<file path="config.mk">
export PLATFORM = sky130hd
export DESIGN_NAME = mmfn_queue
export DESIGN_NICKNAME = d
export VERILOG_FILES = /design/src/rtl/mmfn_pkg.sv /design/src/rtl/mmfn_queue.sv
export SDC_FILE = /design/constraint.sdc
export NUM_CORES = 1
export LEC_CHECK = 0
export BUFFER_PORTS_ARGS = -buffer_cell sky130_fd_sc_hd__buf_4
export CAP_MARGIN = 15
export CORE_ASPECT_RATIO = 1.25
export CORE_MARGIN = 4
export CORE_UTILIZATION = 57
export DETAILED_ROUTE_END_ITERATION = 10
export PLACE_DENSITY = 0.85
export SETUP_SLACK_MARGIN = 0.3
export SLEW_MARGIN = 20
export SYNTH_ARGS = -nofsm -noshare
export SYNTH_HDL_FRONTEND = slang
export SYNTH_SLANG_ARGS = --single-unit
</file>
<file path="constraint.sdc">
create_clock -name aclk -period 3.4 [get_ports aclk]
set_input_delay 0.34 -clock aclk [delete_from_list [all_inputs] [get_ports aclk]]
set_output_delay 0.34 -clock aclk [all_outputs]
set_load 0.02 [all_outputs]
</file>
<file path="src/rtl/mmfn_pkg.sv">
// Package with shared types and constants for the min-max feature normalize unit.
package mmfn_pkg;

    localparam int DefaultColumns      = 256;
    localparam int DefaultFractionBits = 16;
    localparam int ColumnWidth         = 8;
    localparam int DataWidth           = 32;
    localparam int QueueDepth          = 4;

    localparam logic OP_OBSERVE   = 1'b0;
    localparam logic OP_NORMALIZE = 1'b1;

    typedef struct packed {
        logic [ColumnWidth-1:0] column;
        logic [DataWidth:0] den_mag;
        logic neg;
        logic flat;
    } div_job_t;

    function automatic logic signed [DataWidth-1:0] initial_max(input int fb);
        logic signed [63:0] m;
        begin
            m = -64'sd10000 <<< fb;
            if (m < -64'sd2147483648) begin
                m = -64'sd2147483648;
            end
            initial_max = m[DataWidth-1:0];
        end
    endfunction

endpackage

</file>
<file path="src/rtl/mmfn_queue.sv">
// Short FIFO that decouples the front part from the divider.
module mmfn_queue
    import mmfn_pkg::*;
(
    input  logic                       aclk,
    input  logic                       aresetn,
    input  logic                       wr_valid,
    output logic                       wr_ready,
    input  div_job_t                   wr_job,
    input  logic signed [DataWidth:0]  wr_num,
    output logic                       rd_valid,
    input  logic                       rd_ready,
    output div_job_t                   rd_job,
    output logic signed [DataWidth:0]  rd_num
);
    localparam int AW = $clog2(QueueDepth);

    div_job_t                  job_q [QueueDepth];
    logic signed [DataWidth:0] num_q [QueueDepth];
    logic [AW:0]               count_reg;
    logic [AW-1:0]             wptr_reg;
    logic [AW-1:0]             rptr_reg;
    logic                      push;
    logic                      pop;

    assign wr_ready = count_reg != (AW+1)'(QueueDepth);
    assign rd_valid = count_reg != '0;
    assign push     = wr_valid && wr_ready;
    assign pop      = rd_valid && rd_ready;
    assign rd_job   = job_q[rptr_reg];
    assign rd_num   = num_q[rptr_reg];

    always_ff @(posedge aclk) begin
        if (push) begin
            job_q[wptr_reg] <= wr_job;
            num_q[wptr_reg] <= wr_num;
        end
    end

    always_ff @(posedge aclk) begin
        if (!aresetn) begin
            count_reg <= '0;
            wptr_reg  <= '0;
            rptr_reg  <= '0;
        end else begin
            if (push) begin
                wptr_reg <= wptr_reg + 1'b1;
            end
            if (pop) begin
                rptr_reg <= rptr_reg + 1'b1;
            end
            count_reg <= count_reg + (AW+1)'(push) - (AW+1)'(pop);
        end
    end
endmodule

</file>
==> impl_metrics.csv, run 1 <==
group,metric,value,unit
timing,setup_tns,0,ns
detailed_routing,drc_errors,0,
worst_setup_path,rrSetupSlack,0.97,ns
finish,drive_above_1_share,41.77,%
worst_setup_path,path_class,"register to output port",
timing,post-route-period-util,78.75,%
timing,finalSetupViolCount,0,
timing,min_period,2.678,ns
synth,syn_area_per_cell,25.80,sq um
timing,tightest_slew,0.6260,ns
timing,fin_ws,0.7223,ns
floorplan,ios,158,
placed_design,place_ws,0.9528,ns
min_path,hold_class,"input pin to register",
finish,antenna_cells,0,
placed_design,portBuffers,157,
synth,synthArstFlopShare,0,%
synth,synth_top_family_by_area,"multiplexers",
placed_design,hpwl,12710,microns
detailed_routing,vias,5322,
synth,synth_flop_cell,"edfxtp_1",
synth,mappedNetlistNets,532,
pwr,power_switching,2.907,mW
min_path,hold_depth,1,
clocking,tritoncts,"done",
synth,synth.area.top_cells,"edfxtp_1 (80%), mux4_2 (15%), dfxtp_1 (1.6%), buf_12 (0.87%), ha_1 (0.65%)",
placed_design,place.gp.congestion,0.7773,
global_route,grt_max_degree,46,
clocking,cts-root-buf,"clkbuf_16",
timing,finClkSkew,0.01904,ns
synth,synthSimpleGateAreaFrac,0.7956,%
timing,rsz0062_at_grt,"false",
detailed_routing,drtIter0Drc,314,
finish,area_growth,25.85,%
detailed_routing,routed_wl,21790,microns
clocking,cts_max_level,1,
finish,finish.utilization,73.67,%
timing,fmax,373.5,MHz
synth,netlist_instances,445,
floorplan,rows,57,
floorplan,initial_core_util,58.53,%
clocking,cts_buffers,28,
finish,fin_nets,766,
worst_setup_path,reg2reg_from,"count_reg[1]",
clocking,cts_buffer_depth,3,
synth,synth_compound_area_share,0.2180,%
synth,synthAdderAreaFrac,0.8283,%
floorplan,core,19610,sq um
synth,synth_edf_count,304,
synth,yosys.cell_types.count,22,
worst_setup_path,worstPathRequired,3.06,ns
clocking,cts_setup_buffers,0,
job,max_cap_viol_count,0,
global_route,grt_usage,19.64,%
synth,muxShareOfSynthArea,15.08,%
finish,fillers,1080,
pwr,swShare,27.03,%
worst_setup_path,ff2ff_path_depth,12,
pwr,pwr_density_cell,744.6,nW/um^2
synth,synth-seq-cells,313,
synth,yosysTopAreaCell,"edfxtp_1",
pwr,irDropWorstVdd,0.0005850,V
synth,yosysWarnings,0,
timing,hold_viol,0,
min_path,hold_start,"wr_num[26]",
worst_setup_path,start_kind,"register",
global_route,grt_pass1_wl,34040,microns
global_route,grt_overflow,0,
run_status,status,"complete, no violations",
clocking,clk_latency,0.53,ns
worst_setup_path,crit_fanout,26,
detailed_routing,first_pass_iters,4,
floorplan,fp.dieW,134.9,microns
pwr,p_leak,4.905,nW
clocking,cts_sinks,313,
synth,synthXorXnorAreaFrac,0.3052,%
pwr,pwr-share-clk,29.1,%
global_route,grt_pass1_vias,5940,
min_path,min_to,"num_q[3][26]",
pwr,seq_power_share,45.5,%
clocking,path_clk_slew,0.06,ns
timing,max_slew_margin,58.26,%
synth,netlist_area,11480,sq um
global_route,antenna_found_initial,0,
detailed_routing,ant_nets,0,
worst_setup_path,cp-end-kind,"output port",
pwr,p_int,7.850,mW
clocking,cts_hold_buf,53,
pwr,p_comb_share,25.5,%
detailed_routing,avgRoutedWirePerCell,22.60,microns
synth,synth_top_area_share,79.52,%
worst_setup_path,cp.arrival,2.34,ns
detailed_routing,viasPerCell,5.521,
clocking,post_cts_resized,0,
finish,largest_reg_flops,172,
floorplan,die-height,166.7,microns
floorplan,dieArea,22490,sq um
timing,drv_slew,0,
timing,hold_slack,0.01785,ns
worst_setup_path,r2r_end,"count_reg[2]",
synth,synth-seq-area-share,81.09,%
-- stage by stage --
stage                     cells  power [mW]  area [sq um]
after floorplan             445       6.693         11480
after CTS                   962       10.87         14430
final                       964       10.76         14450
after global placement      859       7.625         12970
after detailed placement    859       7.707         12970
after global routing        964       11.22         14450
-- cells in the final DEF (no fill, tap or decap), types with 2 or more instances in the layout --
cell type / synthesis / layout
dfxtp_1: 9 / 7
inv_1: 5 / 5
clkbuf_1: 1 / 7
mux2i_1: 2 / 2
clkbuf_8: 0 / 4
and2_1: 7 / 3
buf_4: 3 / 162
ha_1: 6 / 6
nor2b_1: 3 / 3
clkbuf_16: 0 / 28
dfxtp_4: 0 / 2
bufinv_16: 0 / 3
clkinv_2: 0 / 6
edfxtp_1: 304 / 304
mux4_2: 76 / 76
buf_12: 5 / 5
dlygate4sd3_1: 0 / 55
xnor2_1: 4 / 4
and2_4: 0 / 4
nand2_1: 5 / 5
-- cells by family (layout without fill, tap and decap cells) --
kind of cell,Yosys count,after routing
XOR/XNOR,4,4
adder cells (fa/ha/maj),7,7
multiplexers,78,78
AO/OA/AOI/OAI,3,3
buffers and inverters,23,277
AND/OR/NAND/NOR,17,17
flip-flops,313,313
-- power by group through the flow --
stage,Combinational (mW),Clock (mW),Sequential [mW]
after detailed placement,2.73,0,4.98
after CTS,2.79,3.18,4.90
after floorplan,1.86,0,4.83
after global routing,2.92,3.37,4.94
after global placement,2.68,0,4.94
final,2.74,3.13,4.89
-- worst max path at each step --
stage	from	end	slack, ns	depth (start not counted)
2_1_floorplan	count_reg[1]	count_reg[2]	1.07	11
3_3_place_gp	count_reg[1]	count_reg[2]	1.12	12
3_5_place_dp	count_reg[1]	count_reg[2]	0.95	12
4_1_cts	register	rd_num[27]	0.65	3
5_1_grt	register	rd_num[27]	0.54	3
6_report	register	rd_num[27]	0.72	3
-- worst max-delay path, cell delays in order, from the launching register on --
cell and delay, ns:
dfxtp_4 0.67, buf_4 0.38, mux4_2 0.55, buf_4 0.18
-- metal layers --
| layer | vias to the layer above | part of all wire (%) | wire length, microns | global-route usage, % |
|---|---|---|---|---|
| met5 | - | 0 | 0 | 0 |
| met4 | 0 | 2.0 | 440 | 5.217 |
| met3 | 31 | 5.3 | 1144 | 3.349 |
| met2 | 173 | 55 | 11960 | 34.70 |
| met1 | 2764 | 38 | 8238 | 25.53 |
| li1 | 2354 | - | - | - |
-- synthesized netlist by cell type, types with 2 or more instances --
cell type and count:
and2_1 7, buf_4 3, nor2b_1 3, ha_1 6, mux2i_1 2, buf_2 5, nand2_1 5, inv_1 5
buf_12 5, buf_1 3, mux4_2 76, xnor2_1 4, dfxtp_1 9, edfxtp_1 304
-- layout make-up --
class,instances,area (sq um),share of cell area [%]
Clock buffer,39,782.0,5.413
Clock inverter,11,143.9,0.9959
Inverter,5,18.77,0.1299
Multi-Input combinational cell,109,1988,13.76
Sequential cell,313,9316,64.48
Tap cell,265,331.6,2.295
Timing Repair Buffer,222,1867,12.92
(Power assumes the default switching activity.)
==> inputs of run 2 (changes only) <==
clock period = 2.5 ns   (was 3.4 ns; I/O delays follow)
==> run 2 against run 1 <==
Against the previous run:
- non-clock buffer count grew 40
- setup slack lost 0.45 ns
- flip-flop and latch count is the same
- sequential share of layout area shrank 2.5 points
- die area is the same
- wire length grew 18%
- hold slack gained 0.028 ns
- combinational power grew 70%
- count of clock-buffer cells in the layout shrank 5
- cell count grew 4.0%
- register-to-register slack lost 0.62 ns
- core utilization grew 3.0 points
- largest power group unchanged
- highest routed layer unchanged
==> impl_metrics.csv, run 2 (synthesis results as in run 1) <==
group,metric,value,unit
finish,finalInstanceArea,15040,sq um
timing,fin_ws,0.2762,ns
worst_setup_path,cp.arrival,1.97,ns
run_status,status,"complete, no violations",
floorplan,initial_core_util,58.53,%
placed_design,place.gp.congestion,0.7221,
global_route,grt_max_degree,43,
floorplan,core,19610,sq um
global_route,grt_overflow,0,
global_route,grt_pass1_vias,6002,
detailed_routing,vias,5707,
floorplan,rows,57,
clocking,cts_max_level,1,
pwr,p_leak,5.129,nW
finish,largest_reg_flops,172,
timing,finClkSkew,0.01314,ns
finish,layout_common_cells,"edfxtp_1 (304), buf_4 (132), mux4_2 (76), dlygate4sd3_1 (76), buf_6 (36)",
timing,finalSetupViolCount,0,
worst_setup_path,start_kind,"register",
pwr,pwr_density_cell,1004,nW/um^2
timing,max_slew_margin,56.73,%
pwr,swShare,28.33,%
detailed_routing,viasPerCell,5.690,
timing,drv_slew,0,
worst_setup_path,cp-end-kind,"output port",
detailed_routing,routed_wl,25800,microns
floorplan,dieArea,22490,sq um
worst_setup_path,ff2ff_path_depth,9,
timing,post-route-period-util,88.95,%
placed_design,place_ws,0.2926,ns
floorplan,ios,158,
clocking,cts_buffers,27,
finish,fin_nets,805,
worst_setup_path,r2r_end,"count_reg[2]",
detailed_routing,first_pass_iters,5,
timing,tightest_slew,0.6409,ns
worst_setup_path,reg2reg_from,"count_reg[2]",
pwr,irDropWorstVdd,0.0007486,V
detailed_routing,avgRoutedWirePerCell,25.72,microns
finish,area_growth,31.05,%
pwr,p_int,10.82,mW
timing,rsz0062_at_grt,"true",
global_route,grt_usage,21.19,%
detailed_routing,drtIter0Drc,376,
floorplan,die-height,166.7,microns
finish,drive_above_1_share,41.85,%
timing,hold_viol,0,
worst_setup_path,crit_fanout,7,
min_path,hold_start,"aresetn",
job,max_cap_viol_count,0,
finish,finish.utilization,76.71,%
detailed_routing,drc_errors,0,
clocking,cts_sinks,313,
timing,setup_tns,0,ns
clocking,tritoncts,"done",
clocking,cts_buffer_depth,3,
detailed_routing,ant_nets,0,
pwr,seq_power_share,43.6,%
timing,min_period,2.224,ns
worst_setup_path,worstPathRequired,2.25,ns
placed_design,portBuffers,157,
finish,layout_commonest_cell,"edfxtp_1",
global_route,grt_pass1_wl,35580,microns
pwr,p_comb_share,31.0,%
pwr,p_total,15.10,mW
worst_setup_path,rrSetupSlack,0.35,ns
clocking,path_clk_slew,0.07,ns
min_path,hold_class,"input pin to register",
floorplan,fp.dieW,134.9,microns
min_path,min_to,"count_reg[0]",
clocking,clk_latency,0.53,ns
min_path,hold_depth,2,
clocking,cts-root-buf,"clkbuf_16",
worst_setup_path,path_class,"register to output port",
pwr,power_switching,4.278,mW
placed_design,post_dp_cell_area,13070,sq um
pwr,pwr-share-clk,25.4,%
timing,fmax,449.7,MHz
placed_design,hpwl,13500,microns
global_route,antenna_found_initial,2,
[run 2: worst max-delay path by stage]
stage                 start           end  depth (start not counted)
2_1_floorplan  count_reg[1]  count_reg[2]                         11
3_3_place_gp   count_reg[1]  count_reg[2]                          9
3_5_place_dp   count_reg[1]  count_reg[2]                         11
4_1_cts            register    rd_num[10]                          3
5_1_grt            register    rd_job[32]                          4
6_report           register    rd_job[32]                          4
[run 2: worst max-delay path, stage by stage, from the launching register on]
cell and delay (ns):
dfxtp_4 0.39, buf_12 0.16, clkbuf_16 0.19, mux4_2 0.54, buf_6 0.16
[run 2: final cells by class]
type                            count  area, sq um
Timing Repair Buffer              262         2565
Fill cell                         987         4568
Multi-Input combinational cell    109         2004
Clock buffer                       34        701.9
Tap cell                          265        331.6
Inverter                            5        18.77
Sequential cell                   313         9328
Clock inverter                     13        90.09
Antenna cell                        2        5.005
[run 2: power by group through the flow]
| stage | Combinational (mW) | Sequential [mW] | Clock [mW] |
|---|---|---|---|
| 6_report | 4.67 | 6.58 | 3.84 |
| 5_1_grt | 4.91 | 6.61 | 4.13 |
| 4_1_cts | 4.12 | 6.56 | 3.83 |
| 3_5_place_dp | 3.85 | 6.70 | 0 |
| 3_3_place_gp | 3.77 | 6.64 | 0 |
| 2_1_floorplan | 2.53 | 6.57 | 0 |
[run 2: repair_timing]
action	4_1_cts	5_1_grt
endpoints found under the setup margin	67	69
hold endpoints to repair	304	0
hold buffers	76	0
cloned	1	7
pin swaps	0	2
setup buffers	2	5
gates resized for setup	5	39
[run 2: through the flow]
step                hold WS [ns]  cells
floorplan                 0.3489    445
global placement          0.4485    863
detailed placement        0.4532    863
CTS                      0.02601    989
global route             0.05328   1003
finish                   0.04544   1003
[run 2: metal layers]
metal | vias to the layer above | global-route usage [%] | share of wire (%)
met5 | - | 0 | 0
li1 | 2449 | - | -
met4 | 0 | 6.313 | 2.2
met1 | 2974 | 26.12 | 36
met2 | 240 | 38.91 | 57
met3 | 44 | 3.048 | 5.1
==> inputs of run 3 (changes only) <==
RECOVER_POWER = 100   (was default)
==> run 3 against run 2 <==
Against the previous run:
- clock power hardly changed
- hold slack better by 0.00074 ns
- first-iteration DRC count is 8.5% lower
- cell area is 3.5% lower
- sequential share of layout area is 2.2 points higher
- die area stayed put
- combinational power is 8.6% lower
- critical path type unchanged
- largest cell class unchanged
==> impl_metrics.csv, run 3 (synthesis results as in run 1) <==
group,metric,value,unit
clocking,cts_max_level,1,
detailed_routing,ant_nets,0,
global_route,grt_usage,21.19,%
placed_design,portBuffers,157,
detailed_routing,vias,5686,
worst_setup_path,cp_cell_sequence,"buf_12 > clkbuf_2 > mux4_2 > buf_6",
worst_setup_path,crit_fanout,6,
finish,fin_nets,805,
global_route,grt_pass1_vias,6002,
timing,fmax,429.9,MHz
clocking,clk_latency,0.52,ns
floorplan,dieArea,22490,sq um
finish,ff_latch_area,9324,sq um
pwr,irDropWorstVdd,0.0007448,V
worst_setup_path,cp_slowest_stage_delay,0.60,ns
placed_design,hpwl,13500,microns
floorplan,initial_core_util,58.53,%
timing,hold_viol,0,
timing,setup_tns,0,ns
finish,layout_common_cells,"edfxtp_1 (304), clkbuf_1 (122), mux4_2 (76), dlygate4sd3_1 (76), clkbuf_16 (31)",
placed_design,place_ws,0.2926,ns
timing,tightest_slew,0.8540,ns
worst_setup_path,path_class,"register to output port",
timing,hold_slack,0.04618,ns
detailed_routing,routed_wl,25730,microns
timing,max_slew_margin,43.07,%
floorplan,rows,57,
timing,min_period,2.326,ns
worst_setup_path,cp.arrival,2.08,ns
clocking,tritoncts,"done",
floorplan,core,19610,sq um
finish,largest_reg_flops,172,
timing,finClkSkew,0.01081,ns
clocking,cts-root-buf,"clkbuf_16",
floorplan,fp.dieW,134.9,microns
timing,fin_ws,0.1739,ns
detailed_routing,avgRoutedWirePerCell,25.65,microns
detailed_routing,drtIter0Drc,344,
clocking,path_clk_slew,0.07,ns
finish,drive_above_1_share,25.54,%
floorplan,ios,158,
min_path,min_to,"count_reg[0]",
pwr,pwr_density_cell,1011,nW/um^2
timing,post-route-period-util,93.04,%
min_path,hold_class,"input pin to register",
worst_setup_path,reg2reg_from,"count_reg[2]",
pwr,p_leak,4.683,nW
clocking,cts_buffer_depth,3,
detailed_routing,drc_errors,0,
worst_setup_path,start_kind,"register",
finish,layout_commonest_cell,"edfxtp_1",
detailed_routing,viasPerCell,5.669,
timing,finalSetupViolCount,0,
timing,drv_slew,0,
clocking,cts_buffers,27,
job,max_cap_viol_count,0,
finish,multiInputGateArea,1993,sq um
worst_setup_path,ff2ff_path_depth,9,
worst_setup_path,worstPathRequired,2.25,ns
worst_setup_path,cp-end-kind,"output port",
detailed_routing,first_pass_iters,4,
min_path,hold_depth,2,
global_route,grt_overflow,0,
floorplan,die-height,166.7,microns
global_route,grt_max_degree,43,
run_status,status,"complete, no violations",
min_path,hold_start,"aresetn",
placed_design,place.gp.congestion,0.7221,
worst_setup_path,rrSetupSlack,0.23,ns
global_route,grt_pass1_wl,35580,microns
finish,fillers,1141,
worst_setup_path,crit_slowest_cell,"mux4_2",
global_route,antenna_found_initial,2,
finish,area_growth,26.52,%
timing,rsz0062_at_grt,"true",
clocking,cts_sinks,313,
worst_setup_path,r2r_end,"count_reg[2]",
## run 3: final cells by class
cell class | count | share of cell area, %
Multi-Input combinational cell | 109 | 13.72
Tap cell | 265 | 2.283
Antenna cell | 2 | 0.03446
Clock inverter | 13 | 0.6203
Inverter | 5 | 0.1292
Clock buffer | 34 | 4.833
Sequential cell | 313 | 64.20
Timing Repair Buffer | 262 | 14.18
## run 3: where the power goes
group	internal, mW	switching (mW)	total (mW)
clock network	2.08	1.76	3.84
registers	6.37	0.207	6.58
logic	1.99	2.28	4.27
## run 3: worst max-delay path by stage
stage,from,to,slack [ns],cells after the start
4_1_cts,register,rd_num[10],0.23,3
3_5_place_dp,count_reg[1],count_reg[2],0.29,11
2_1_floorplan,count_reg[1],count_reg[2],0.36,11
6_report,register,rd_job[0],0.17,4
5_1_grt,register,rd_job[0],0.11,4
3_3_place_gp,count_reg[1],count_reg[2],0.40,9
## run 3: worst max-delay path, delay by kind of cell (launching register included)
family | cells | cell delay [ns]
multiplexers | 1 | 0.60
buffers and inverters | 3 | 0.57
flip-flops | 1 | 0.39
## run 3: metrics by stage
step           std cells  total power [mW]  utilization, %  area, sq um
2_1_floorplan        445             9.109               -        11490
3_3_place_gp         863             10.41           66.63        13070
3_5_place_dp         863             10.55           66.63        13070
4_1_cts              989             14.52           74.92        14690
5_1_grt             1003             15.25           74.05        14520
6_report            1003             14.69           74.05        14520
## run 3: per-layer routing
| metal | GRT usage, % | vias to the layer above | wire length, microns |
|---|---|---|---|
| met1 | 26.12 | 2960 | 9014 |
| met4 | 6.313 | 0 | 612 |
| met5 | 0 | - | 0 |
| met3 | 3.048 | 44 | 1367 |
| met2 | 38.91 | 233 | 14730 |
| li1 | - | 2449 | - |
## run 3: repair_timing
| action | CTS | global route |
|---|---|---|
| hold buffers | 76 | 0 |
| gates resized for setup | 5 | 39 |
| setup endpoints to repair | 67 | 69 |
| gates cloned | 1 | 7 |
| endpoints found under the hold margin | 304 | 0 |
| setup buffers | 2 | 5 |
| pin swaps | 0 | 2 |
